<file path="src/bei_pkg.sv">
// Package: types, constants and conversion functions of the envelope interpolator
`timescale 1ns / 1ps
package bei_pkg;

  localparam int MAX_SEG_DEF   = 63;
  localparam int TICK_BITS_DEF = 24;

  localparam int TICK_W  = 24;
  localparam int LEVEL_W = 18;
  localparam int VALUE_W = 16;
  localparam int STEP_W  = 24;
  localparam int CC_W    = 7;
  localparam int QUOT_W  = 18;
  localparam int ADDR_W  = 3;
  localparam int DATA_W  = 32;

  localparam logic [STEP_W-1:0] STEP_RESET = 24'd256;
  localparam logic signed [LEVEL_W-1:0] LEVEL_MAX = 18'sd65536;
  localparam logic signed [LEVEL_W-1:0] LEVEL_MIN = -18'sd65536;

  localparam logic REG_MODE = 1'b0;
  localparam logic REG_STEP = 1'b1;

  typedef struct packed {
    logic load;
    logic setup;
    logic mul;
    logic div_init;
    logic div_step;
    logic conv;
    logic skip_pt;
    logic push_pt;
    logic push_fin;
    logic flush;
    logic commit;
  } cmd_t;

  typedef struct packed {
    logic ramp;
    logic fin;
    logic point_ok;
    logic div_last;
    logic keep;
    logic can_push;
    logic pend;
    logic out_free;
  } stat_t;

  function automatic logic signed [VALUE_W-1:0] to_cents16(logic signed [LEVEL_W-1:0] lv);
    logic signed [24:0] p;
    p = 25'(lv) * 25'sd75;
    if (p < 0) begin
      p = p + 25'sd255;
    end
    return VALUE_W'(p >>> 8);
  endfunction

  function automatic logic [CC_W-1:0] to_cc(logic signed [LEVEL_W-1:0] lv);
    logic signed [24:0] x;
    logic [CC_W:0] y;
    x = 25'(lv) * 25'sd127 + 25'sd32768;
    y = x[23:16];
    if (x < 0) begin
      return '0;
    end else if (y > 8'd127) begin
      return 7'd127;
    end else begin
      return y[CC_W-1:0];
    end
  endfunction

endpackage

</file>
<file path="src/bei_regs.sv">
// Configuration register file with APB-style access
`timescale 1ns / 1ps
module bei_regs (
  input  logic                        clk,
  input  logic                        rst_n,
  input  logic                        psel,
  input  logic                        penable,
  input  logic                        pwrite,
  input  logic [bei_pkg::ADDR_W-1:0]  paddr,
  input  logic [bei_pkg::DATA_W-1:0]  pwdata,
  output logic [bei_pkg::DATA_W-1:0]  prdata,
  output logic                        pready,
  output logic                        mode,
  output logic [bei_pkg::STEP_W-1:0]  step_ticks
);

  logic                       mode_r;
  logic [bei_pkg::STEP_W-1:0] step_r;
  logic                       wr;

  assign wr     = psel && penable && pwrite;
  assign pready = 1'b1;

  always_ff @(posedge clk) begin
    if (!rst_n) begin
      mode_r <= 1'b0;
      step_r <= bei_pkg::STEP_RESET;
    end else if (wr) begin
      case (paddr[2])
        bei_pkg::REG_MODE: mode_r <= pwdata[0];
        bei_pkg::REG_STEP: step_r <= pwdata[bei_pkg::STEP_W-1:0];
        default: ;
      endcase
    end
  end

  always_comb begin
    case (paddr[2])
      bei_pkg::REG_MODE: prdata = bei_pkg::DATA_W'(mode_r);
      bei_pkg::REG_STEP: prdata = bei_pkg::DATA_W'(step_r);
      default:           prdata = '0;
    endcase
  end

  assign mode       = mode_r;
  assign step_ticks = step_r;

endmodule

</file>
<file path="src/bei_ctrl.sv">
// Controller state machine sequencing ramp points, division and result hand-off
`timescale 1ns / 1ps
module bei_ctrl (
  input  logic            clk,
  input  logic            rst_n,
  input  logic            in_valid,
  output logic            in_stall,
  input  bei_pkg::stat_t  st,
  output bei_pkg::cmd_t   cmd
);

  typedef enum logic [7:0] {
    S_IDLE  = 8'b0000_0001,
    S_SETUP = 8'b0000_0010,
    S_CHECK = 8'b0000_0100,
    S_DINIT = 8'b0000_1000,
    S_DIV   = 8'b0001_0000,
    S_CONV  = 8'b0010_0000,
    S_EMIT  = 8'b0100_0000,
    S_FLUSH = 8'b1000_0000
  } state_t;

  state_t state_r, state_nxt;
  logic   final_r, final_nxt;

  always_ff @(posedge clk) begin
    if (!rst_n) begin
      state_r <= S_IDLE;
      final_r <= 1'b0;
    end else begin
      state_r <= state_nxt;
      final_r <= final_nxt;
    end
  end

  assign in_stall = (state_r != S_IDLE);

  always_comb begin
    state_nxt = state_r;
    final_nxt = final_r;
    cmd       = '0;
    case (state_r)
      S_IDLE: begin
        if (in_valid) begin
          cmd.load  = 1'b1;
          state_nxt = S_SETUP;
        end
      end
      S_SETUP: begin
        cmd.setup = 1'b1;
        final_nxt = 1'b0;
        state_nxt = st.ramp ? S_CHECK : S_FLUSH;
      end
      S_CHECK: begin
        if (st.point_ok) begin
          cmd.mul   = 1'b1;
          state_nxt = S_DINIT;
        end else begin
          state_nxt = S_FLUSH;
        end
      end
      S_DINIT: begin
        cmd.div_init = 1'b1;
        state_nxt    = S_DIV;
      end
      S_DIV: begin
        cmd.div_step = 1'b1;
        if (st.div_last) begin
          state_nxt = S_CONV;
        end
      end
      S_CONV: begin
        cmd.conv  = 1'b1;
        state_nxt = S_EMIT;
      end
      S_EMIT: begin
        if (!st.keep) begin
          cmd.skip_pt = 1'b1;
          state_nxt   = S_CHECK;
        end else if (st.can_push) begin
          cmd.push_pt = 1'b1;
          state_nxt   = S_CHECK;
        end
      end
      S_FLUSH: begin
        if (st.fin && !final_r) begin
          if (st.can_push) begin
            cmd.push_fin = 1'b1;
            final_nxt    = 1'b1;
          end
        end else if (!st.pend) begin
          cmd.commit = 1'b1;
          state_nxt  = S_IDLE;
        end else if (st.out_free) begin
          cmd.flush  = 1'b1;
          cmd.commit = 1'b1;
          state_nxt  = S_IDLE;
        end
      end
      default: state_nxt = S_IDLE;
    endcase
  end

endmodule

</file>
<file path="src/bei_dp.sv">
// Datapath: envelope state, point stepping, shift-subtract divider and result stages
`timescale 1ns / 1ps
module bei_dp #(
  parameter int MAX_SEGMENT_POINTS = bei_pkg::MAX_SEG_DEF,
  parameter int TICK_BITS          = bei_pkg::TICK_BITS_DEF
) (
  input  logic                                clk,
  input  logic                                rst_n,
  input  bei_pkg::cmd_t                       cmd,
  output bei_pkg::stat_t                      st,
  input  logic                                mode,
  input  logic [bei_pkg::STEP_W-1:0]          step_ticks,
  input  logic [bei_pkg::TICK_W-1:0]          in_node_tick,
  input  logic signed [bei_pkg::LEVEL_W-1:0]  in_node_value,
  input  logic                                in_is_final,
  output logic                                out_valid,
  input  logic                                out_stall,
  output logic [bei_pkg::TICK_W-1:0]          out_event_tick,
  output logic signed [bei_pkg::VALUE_W-1:0]  out_event_value,
  output logic                                out_last_of_run,
  output logic                                out_overflow
);

  localparam int TW = (TICK_BITS < bei_pkg::TICK_W) ? TICK_BITS : bei_pkg::TICK_W;
  localparam int SW = TW + 8;
  localparam int KW = $clog2(MAX_SEGMENT_POINTS + 1);
  localparam int LW = bei_pkg::LEVEL_W;
  localparam int QW = bei_pkg::QUOT_W;
  localparam int NW = SW + QW;
  localparam int VW = bei_pkg::VALUE_W;

  logic [TW-1:0]        cur_tick_r, prev_tick_r;
  logic signed [LW-1:0] cur_level_r, prev_level_r, lv_r;
  logic                 fin_r, ramp_r, have_prev_r, ovf_r, dv_neg_r;
  logic [SW-1:0]        span_r, rem_r;
  logic [LW-1:0]        dv_mag_r;
  logic [SW:0]          off_r;
  logic [KW-1:0]        k_r;
  logic [NW-1:0]        num_r;
  logic [QW-1:0]        quot_r;
  logic [4:0]           cnt_r;
  logic [bei_pkg::CC_W-1:0] last_cc_r;
  logic                 cc_valid_r;

  logic                 pend_r, out_valid_r, out_last_r;
  logic [bei_pkg::TICK_W-1:0] pend_tick_r, out_tick_r;
  logic signed [VW-1:0] pend_val_r, out_val_r;
  logic                 pend_ovf_r, out_ovf_r;

  logic [TW-1:0]        tick_in;
  logic signed [LW-1:0] lvl_in;
  logic signed [LW:0]   dv;
  logic [SW-1:0]        step_eff;
  logic [SW+6:0]        lim;
  logic [QW-1:0]        num_lo;
  logic [SW:0]          trial;
  logic                 qbit;
  logic signed [LW:0]   lv_sum;
  logic signed [LW-1:0] val_lv;
  logic [bei_pkg::CC_W-1:0] cc;
  logic signed [VW-1:0] val;
  logic [bei_pkg::TICK_W-1:0] pt_tick, res_tick;
  logic                 push, out_free;

  assign tick_in = in_node_tick[TW-1:0];

  always_comb begin
    if (in_node_value > bei_pkg::LEVEL_MAX) begin
      lvl_in = bei_pkg::LEVEL_MAX;
    end else if (in_node_value < bei_pkg::LEVEL_MIN) begin
      lvl_in = bei_pkg::LEVEL_MIN;
    end else begin
      lvl_in = in_node_value;
    end
  end

  assign dv       = (LW+1)'(lvl_in) - (LW+1)'(prev_level_r);
  assign step_eff = (step_ticks == '0) ? SW'(1) : SW'(step_ticks);
  assign lim      = (SW+7)'(MAX_SEGMENT_POINTS) * (SW+7)'(step_eff);
  assign num_lo   = num_r[QW-1:0];
  assign trial    = {rem_r, num_lo[cnt_r]};
  assign qbit     = (trial >= {1'b0, span_r});
  assign lv_sum   = dv_neg_r ? ((LW+1)'(prev_level_r) - (LW+1)'({1'b0, quot_r}))
                             : ((LW+1)'(prev_level_r) + (LW+1)'({1'b0, quot_r}));
  assign val_lv   = cmd.push_fin ? cur_level_r : lv_r;
  assign cc       = bei_pkg::to_cc(val_lv);
  assign val      = mode ? VW'(cc) : bei_pkg::to_cents16(val_lv);
  assign pt_tick  = bei_pkg::TICK_W'(prev_tick_r) + bei_pkg::TICK_W'(off_r[SW-1:8]);
  assign res_tick = cmd.push_fin ? bei_pkg::TICK_W'(cur_tick_r) : pt_tick;
  assign push     = cmd.push_pt || cmd.push_fin;
  assign out_free = !out_valid_r || !out_stall;

  always_ff @(posedge clk) begin
    if (!rst_n) begin
      prev_tick_r  <= '0;
      prev_level_r <= '0;
      have_prev_r  <= 1'b0;
      last_cc_r    <= '0;
      cc_valid_r   <= 1'b0;
      pend_r       <= 1'b0;
      out_valid_r  <= 1'b0;
    end else begin
      if (cmd.push_pt && mode) begin
        last_cc_r  <= cc;
        cc_valid_r <= 1'b1;
      end
      if (cmd.push_fin && mode) begin
        last_cc_r <= cc;
      end
      if (cmd.commit) begin
        prev_tick_r  <= cur_tick_r;
        prev_level_r <= cur_level_r;
        have_prev_r  <= !fin_r;
        if (fin_r) begin
          cc_valid_r <= 1'b0;
        end
      end
      if (push) begin
        pend_r <= 1'b1;
      end else if (cmd.flush) begin
        pend_r <= 1'b0;
      end
      if ((push && pend_r) || cmd.flush) begin
        out_valid_r <= 1'b1;
      end else if (!out_stall) begin
        out_valid_r <= 1'b0;
      end
    end
  end

  always_ff @(posedge clk) begin
    if (cmd.load) begin
      cur_tick_r  <= tick_in;
      cur_level_r <= lvl_in;
      fin_r       <= in_is_final;
      ramp_r      <= have_prev_r && (lvl_in != prev_level_r) && (tick_in >= prev_tick_r);
      span_r      <= {tick_in - prev_tick_r, 8'h00};
      dv_neg_r    <= dv[LW];
      dv_mag_r    <= dv[LW] ? LW'(-dv) : LW'(dv);
    end
    if (cmd.setup) begin
      off_r <= '0;
      k_r   <= '0;
      ovf_r <= ramp_r && ((SW+7)'(span_r) >= lim);
    end
    if (cmd.mul) begin
      num_r <= NW'(dv_mag_r) * NW'(off_r[SW-1:0]);
    end
    if (cmd.div_init) begin
      rem_r <= num_r[NW-1:QW];
      cnt_r <= 5'(QW - 1);
    end
    if (cmd.div_step) begin
      rem_r  <= qbit ? SW'(trial - {1'b0, span_r}) : trial[SW-1:0];
      quot_r <= {quot_r[QW-2:0], qbit};
      cnt_r  <= cnt_r - 5'd1;
    end
    if (cmd.conv) begin
      lv_r <= (span_r == '0) ? cur_level_r : LW'(lv_sum);
    end
    if (cmd.push_pt || cmd.skip_pt) begin
      off_r <= off_r + (SW+1)'(step_eff);
      k_r   <= k_r + KW'(1);
    end
    if (push) begin
      pend_tick_r <= res_tick;
      pend_val_r  <= val;
      pend_ovf_r  <= ovf_r;
    end
    if ((push && pend_r) || cmd.flush) begin
      out_tick_r <= pend_tick_r;
      out_val_r  <= pend_val_r;
      out_ovf_r  <= pend_ovf_r;
      out_last_r <= cmd.flush;
    end
  end

  always_comb begin
    st.ramp     = ramp_r;
    st.fin      = fin_r;
    st.point_ok = (off_r <= {1'b0, span_r}) && (k_r < KW'(MAX_SEGMENT_POINTS));
    st.div_last = (cnt_r == '0);
    st.keep     = !mode || !cc_valid_r || (cc != last_cc_r);
    st.can_push = !pend_r || out_free;
    st.pend     = pend_r;
    st.out_free = out_free;
  end

  assign out_valid       = out_valid_r;
  assign out_event_tick  = out_tick_r;
  assign out_event_value = out_val_r;
  assign out_last_of_run = out_last_r;
  assign out_overflow    = out_ovf_r;

endmodule

</file>
<file path="src/breakpoint_envelope_interpolator.sv">
// Top level of the breakpoint envelope interpolator
`timescale 1ns / 1ps
// One breakpoint item is taken at a time; in_stall stays high until all of its
// events have left the internal holding stage. Each ramp point runs through
// multiply, divider init, an 18-step shift-subtract divider, convert and emit;
// emit waits while a held event cannot move on because out_stall holds the
// output register. The divider loop sets the rate. One event is held back
// internally so that last_of_run can be marked after repeat suppression in
// controller mode.
module breakpoint_envelope_interpolator #(
  parameter int MAX_SEGMENT_POINTS = bei_pkg::MAX_SEG_DEF,
  parameter int TICK_BITS          = bei_pkg::TICK_BITS_DEF
) (
  input  logic                                clk,
  input  logic                                rst_n,
  input  logic                                in_valid,
  output logic                                in_stall,
  input  logic [bei_pkg::TICK_W-1:0]          in_node_tick,
  input  logic signed [bei_pkg::LEVEL_W-1:0]  in_node_value,
  input  logic                                in_is_final,
  output logic                                out_valid,
  input  logic                                out_stall,
  output logic [bei_pkg::TICK_W-1:0]          out_event_tick,
  output logic signed [bei_pkg::VALUE_W-1:0]  out_event_value,
  output logic                                out_last_of_run,
  output logic                                out_overflow,
  input  logic                                psel,
  input  logic                                penable,
  input  logic                                pwrite,
  input  logic [bei_pkg::ADDR_W-1:0]          paddr,
  input  logic [bei_pkg::DATA_W-1:0]          pwdata,
  output logic [bei_pkg::DATA_W-1:0]          prdata,
  output logic                                pready
);

  bei_pkg::cmd_t              cmd;
  bei_pkg::stat_t             st;
  logic                       mode;
  logic [bei_pkg::STEP_W-1:0] step_ticks;

  bei_regs u_regs (
    .clk        (clk),
    .rst_n      (rst_n),
    .psel       (psel),
    .penable    (penable),
    .pwrite     (pwrite),
    .paddr      (paddr),
    .pwdata     (pwdata),
    .prdata     (prdata),
    .pready     (pready),
    .mode       (mode),
    .step_ticks (step_ticks)
  );

  bei_ctrl u_ctrl (
    .clk      (clk),
    .rst_n    (rst_n),
    .in_valid (in_valid),
    .in_stall (in_stall),
    .st       (st),
    .cmd      (cmd)
  );

  bei_dp #(
    .MAX_SEGMENT_POINTS (MAX_SEGMENT_POINTS),
    .TICK_BITS          (TICK_BITS)
  ) u_dp (
    .clk             (clk),
    .rst_n           (rst_n),
    .cmd             (cmd),
    .st              (st),
    .mode            (mode),
    .step_ticks      (step_ticks),
    .in_node_tick    (in_node_tick),
    .in_node_value   (in_node_value),
    .in_is_final     (in_is_final),
    .out_valid       (out_valid),
    .out_stall       (out_stall),
    .out_event_tick  (out_event_tick),
    .out_event_value (out_event_value),
    .out_last_of_run (out_last_of_run),
    .out_overflow    (out_overflow)
  );

endmodule

</file>
<file path="config.mk">
export PLATFORM = sky130hd
export DESIGN_NAME = breakpoint_envelope_interpolator
export DESIGN_NICKNAME = d
export VERILOG_FILES = /design/src/bei_pkg.sv /design/src/bei_regs.sv /design/src/bei_ctrl.sv /design/src/bei_dp.sv /design/src/breakpoint_envelope_interpolator.sv
export SDC_FILE = /design/constraint.sdc
export NUM_CORES = 2
export LEC_CHECK = 0
export ABC_AREA = 1
export BUFFER_PORTS_ARGS = -buffer_cell sky130_fd_sc_hd__buf_2
export CAP_MARGIN = 30
export CORE_UTILIZATION = 55
export CTS_CLUSTER_SIZE = 14
export DETAILED_ROUTE_END_ITERATION = 8
export PLACE_DENSITY_LB_ADDON = 0.1
export SLEW_MARGIN = 20
export SYNTH_ARGS = -nofsm -noshare
export SYNTH_HDL_FRONTEND = slang
export SYNTH_SLANG_ARGS = --single-unit
</file>
<file path="constraint.sdc">
create_clock -name clk -period 9.9 [get_ports clk]
set_input_delay 0.495 -clock clk [delete_from_list [all_inputs] [get_ports clk]]
set_output_delay 0.495 -clock clk [all_outputs]
set_load 0.02 [all_outputs]
</file>
* Word level (Yosys, flattened, before mapping)
Cells that the tools add are included.
Storage, ports and cells: flip-flop bits (word level) 420, input bits 85, output and inout bits 77, logic and storage cells 181
Cells by class: $add $sub $neg 12, multipliers 4, $lt $le $gt $ge 11, equality and inequality tests 19, multiplexer cells 64, bitwise operators 1, reduce and logical (&&, ||, !) cells 36
Operators with widths (number):
- two-way mux 18 bit | 6
- two-way mux 32 bit | 3
- two-way mux 24 bit | 3
- two-way mux 8 bit | 9
- two-way mux 33 bit | 2
- one-hot mux 32 bit (2 select lines) | 1
- one-hot mux 8 bit (8 select lines) | 1
- < comparator 25 x 1 -> 1 bit (second input constant) | 2
- multiplier 18 x 32 -> 50 bit | 1
- multiplier 18 x 8 -> 25 bit (second input constant) | 2
- greater-or-equal comparator 32 x 38 -> 1 bit | 1
- multiplier 6 x 32 -> 38 bit (first input constant) | 1
- two-way mux 7 bit | 5
- adder 33 x 32 -> 33 bit | 1
- greater-or-equal comparator 33 x 32 -> 1 bit | 1
- <= comparator 33 x 32 -> 1 bit | 1
- zero test 32 bit | 1
- subtractor 32 bit | 1
- adder 25 x 17 -> 25 bit (second input constant) | 1
- adder 24 bit | 1
- adder 24 x 9 -> 24 bit (second input constant) | 1
- greater-or-equal comparator 24 bit | 1
- zero test 24 bit | 1
- two-way mux 1 bit | 24
- other kinds (41) | 76

* Logic depth before layout (Yosys ltp)
word-level depth 20, mapped depth 41, depth with buffers taken out 41

* Modules after synthesis
A second synthesis with hierarchy kept.
Unflattened totals: cells, all modules 6789, area total of the unflattened synthesis 53710.3 sq um
By module, submodules not included:
- bei_dp | instances 1, cells each 6452, area an instance 51678.3 sq um, seq. area each 11060.6 sq um
- bei_regs | instances 1, cells each 225, area an instance 1366.3 sq um, seq. area each 500.5 sq um
- bei_ctrl | instances 1, cells each 112, area an instance 665.6 sq um, seq. area each 180.2 sq um

* Worst setup path after synthesis
Ideal clock, no wire load.
path type input port to flip-flop, start point input out_stall, end point register u_dp.k_r[0], enable pin, arrival time 7.439 ns, required time 9.503 ns, slack 2.064 ns, stages 35, cell sequence nand2_1 > nor2_1 > inv_1 > nand3_2 > inv_1 > or2_2 > o21ai_1 > inv_1 > ha_1 > inv_1 > fa_1 > inv_1 > fa_1 > inv_1 > fa_1 > inv_1 > ha_1 > nand2_1 > nor2_2 > nand2_1 > nor2_1 > nand2_1 > nand3_1 > nand2_1 > nand2_2 > buf_6 > nand3_1 > nand2_1 > nand3_1 > nor2_1 > nand2_2 > a21oi_4 > inv_4 > buf_6 > nand2_1
Between the ends: cells in the longest elaborated chain, start to end 18, elaborated cells on any way between the ends 20, classes of those cells add/sub (1); mul (1); order compare (2); eq/ne (1); mux (9); reduce/logical (6)
RTL lines:
- start: declaration | line breakpoint_envelope_interpolator.sv:22 | input logic out_stall,
- zero test 1 bit * | line bei_dp.sv:91 | assign out_free = !out_valid_r || !out_stall;
- logical OR 1 bit * | line bei_dp.sv:91
- logical OR 1 bit * | line bei_dp.sv:184 | st.can_push = !pend_r || out_free;
- two-way mux 1 bit * | line bei_ctrl.sv:80, bei_ctrl.sv:87
- branches (longest 11 deep; another with multiplier 18 x 8 -> 25 bit)
- two-way mux 2 bit * | line bei_ctrl.sv:42 | case (state_r)
- logical OR 1 bit * | line bei_dp.sv:161 | if (cmd.push_pt || cmd.skip_pt) begin
- nonzero test 2 bit (no source line) *
- end signal: assignment | line bei_dp.sv:163 | k_r <= k_r + KW'(1);
- end: declaration | line bei_dp.sv:38 | logic [KW-1:0] k_r;
Every way passes the cells marked *. A chain may end at the register's enable or synchronous reset.

* Worst setup path after layout
start point register u_ctrl.state_r[0], end point register u_dp.off_r[0], enable pin
Between the ends: cells in the longest elaborated chain, start to end 14, elaborated cells on any way between the ends 19, classes of those cells add/sub (1); mul (1); order compare (2); eq/ne (4); mux (8); reduce/logical (3)
RTL lines:
- start: declaration | line bei_ctrl.sv:23 | state_t state_r, state_nxt;
- start signal: assignment | line bei_ctrl.sv:31 | state_r <= state_nxt;
- branches (longest 13 deep; another with multiplier 18 x 8 -> 25 bit)
- nonzero test 2 bit (no source line) *
- end signal: assignment | line bei_dp.sv:162 | off_r <= off_r + (SW+1)'(step_eff);
- end: declaration | line bei_dp.sv:37 | logic [SW:0] off_r;
Marks and branches as above.

==> key figures <==
Run status
  • Outcome: finished clean

Clock network
  • CTS hold repair buffers: 0
  • CTS H-tree depth: 2
  • Clock-pin slew on the worst setup and hold paths: 0.06 ns
  • Setup bufs post-CTS: 0
  • CTS Root Cell: clkbuf_16
  • Cts bufs inserted: 47
  • TritonCTS clock tree: yes
  • Post-CTS sizing: 0
  • Clock Latency Late Sink: 0.65 ns
  • Max clock buf depth: 3
  • Clock sink total: 420

Synthesis
  • Yosys top cell area share: 0.254
  • Synthesized cell area: 51400 µm²
  • Syn avg cell area: 8.28 µm²
  • Synth top area cells: fa_1, edfxtp_1, ha_1, inv_1, nand2_1
  • Synth cell count leaders: inv_1, nand2_1, fa_1, ha_1, a21oi_1
  • Top_reg_cell synth: edfxtp_1
  • Gate Count Post-Synth: 6212
  • Post-synthesis sequential area ratio: 0.228
  • Yosys cell types: 65
  • Async set or reset register ratio after synthesis: 0
  • Count leader, synth: inv_1
  • Ys Warns: 0
  • FF+latch count, synth: 420
  • Largest area contributor in the netlist: fa_1
  • Number of synthesized flops with an enable pin: 333

Pwr
  • Pwr dens: 336 nW/µm²
  • Pint: 0.00908 W
  • Switching share of power: 0.510
  • Comb power frac: 0.752
  • Clock power frac: 0.100
  • Psw: 0.00946 W
  • Static leakage: 27.8 nW
  • VDD IR max: 605 µV
  • Register share of total power: 0.147

Setup path
  • Crit-path max FO: 46
  • Req. time, crit path: 10.22 ns
  • CP delay by family, top: simple AND/OR/NAND/NOR gates
  • Buffers and inverters on the worst path: 8
  • Type of the worst setup path: flop to flop
  • CP Launch Type: flop
  • Data arrival time of the worst path: 8.16 ns
  • Slowest library cell on the worst path: fa_1
  • Setup crit end kind: flop
  • CP max stage delay: 0.54 ns
  • CP dominant cell by count: nand2_1

GRT
  • Vias in the first global route: 40.1k
  • Grt total ovfl: 0
  • Antenna violations before repair: 3
  • Largest net degree at the start of global routing: 81
  • Global-route usage over all layers: 0.286
  • First-pass GRT wire length: 214000 µm

Timing
  • Tightest Pin Transition: 0.990 ns
  • Max Slew Vio Count: 0
  • Max-slew headroom: 0.340
  • Total negative slack: 0 ns
  • Fmax: 0.127 GHz
  • Tcrit/Tclk final: 0.792
  • Final hold vios: 0
  • Final setup viols: 0
  • Tmin final: 7.84 ns
  • Setup WS post-layout: 2.06 ns
  • Unrepaired setup endpoints after global routing: false
  • Worst Skew: 0.0761 ns

Layout
  • Final net count: 7461
  • Area grow syn2layout: 7.17%
  • Layout cells sized above 1: 0.0569
  • # diodes: 0
  • Fin area: 55100 µm²

Hold path
  • Hold Path Class: input pin to flop

Floorplan
  • Core area: 92100 µm²
  • Initial Util: 0.558
  • Die W: 308 µm
  • Rows: 111
  • Die area: 94700 µm²
  • I/O pin cnt: 162
  • Die height: 308 µm

Route
  • Initial DRC Count: 2736
  • Wirelength per Cell: 17.4 µm
  • # DRC: 0
  • First-pass detailed-route iteration total: 5
  • Final wirelength: 132000 µm
  • Post-DRT Antenna Nets: 0
  • Via density: 5.31
  • Vias: 40.1k

Placed design
  • Gpl congestion: 0.927
  • IO Port Bufs: 142
  • Placed cell area: 53400 µm²
  • Dpl ws: 1.44 ns
  • HPWL after DPL: 107000 µm

Flow run
  • Max-cap violations: 0
[path summary, 6_finish.rpt]
kind                       from  slack (ns)  cells after the start                       to
max           u_ctrl.state_r[0]        2.06                     36            u_dp.off_r[0]
min             in_node_tick[3]        0.05                      1       u_dp.cur_tick_r[3]
max reg2reg   u_ctrl.state_r[0]        2.06                     36            u_dp.off_r[0]
min reg2reg  u_dp.pend_val_r[6]        0.35                      0  u_dp.out_event_value[6]
[power groups by stage]
stage | clock network [W] | logic [W] | registers (W)
finish | 0.00186 | 0.0139 | 0.00273
global route | 0.00196 | 0.0158 | 0.00274
CTS | 0.00190 | 0.0140 | 0.00273
detailed placement | 0 | 0.0139 | 0.00277
global placement | 0 | 0.0138 | 0.00277
floorplan | 0 | 0.0103 | 0.00275
[cells in the final DEF, fill, tap and decap left out, types with 87 or more instances in the layout]
master	n
edfxtp_1	333
ha_1	450
nor2_1	316
buf_2	142
a21oi_1	372
inv_1	1407
xnor2_1	96
nand3_1	145
fa_1	652
nand2_1	1337
o21ai_0	287
xor2_1	134
dfxtp_1	87
[area by class of cell]
| class | instances | area [µm²] |
|---|---|---|
| multi-input cells | 4184 | 33600 |
| flip-flops and latches | 420 | 11700 |
| clock inverters | 28 | 377 |
| clock buffers | 59 | 1250 |
| repair buffers | 210 | 1290 |
| fillers | 8316 | 37000 |
| well taps | 1243 | 1560 |
| inverters | 1411 | 5300 |
[state kept, by name, indices dropped and copies added (netlist names), 5 cells and up]
signal	count
u_dp.pend_val_r	16
u_regs.step_ticks	24
u_dp.off_r	33
u_dp.last_cc_r	7
u_dp.cur_tick_r	24
u_dp.cnt_r	5
u_dp.pend_tick_r	24
u_ctrl.state_r	8
u_dp.out_event_tick	24
u_dp.out_event_value	16
u_dp.cur_level_r	18
u_dp.prev_tick_r	24
u_dp.dv_mag_r	18
u_dp.lv_r	18
u_dp.rem_r	32
u_dp.prev_level_r	18
u_dp.num_r	50
u_dp.span_r	24
u_dp.quot_r	18
u_dp.k_r	6
[cell families (layout without fill, tap and decap cells)]
group | after synthesis | count (layout) | share of synthesized area
buffers and inverters | 1616 | 1708 | 0.120
AND/OR/NAND/NOR | 1994 | 1994 | 0.158
other | 2 | 10 | 0.000146
AO/OA/AOI/OAI | 848 | 848 | 0.0912
adder cells (fa/ha/maj) | 1102 | 1102 | 0.363
flip-flops | 420 | 420 | 0.228
XOR/XNOR | 230 | 230 | 0.0392
[metal layers]
layer  GRT usage  share of wire  vias up  routed length, µm
li1            -              -    19400                  -
met1       0.428           0.48    19500              63000
met2       0.450           0.45     1030              58900
met3      0.0300          0.058      141               7670
met4      0.0546          0.017        0               2270
met5           0              0        -                  0
[per-stage QoR]
stage	cells	hold slack [ns]	utilization	total power [W]
after floorplan	6220	0.400	-	0.0131
after global placement	7463	0.401	0.580	0.0165
final	7555	0.0497	0.598	0.0185
after global routing	7555	0.0344	0.598	0.0204
after detailed placement	7466	0.405	0.580	0.0167
after CTS	7553	0.00315	0.598	0.0186
Power figures use the tool's default switching activity.
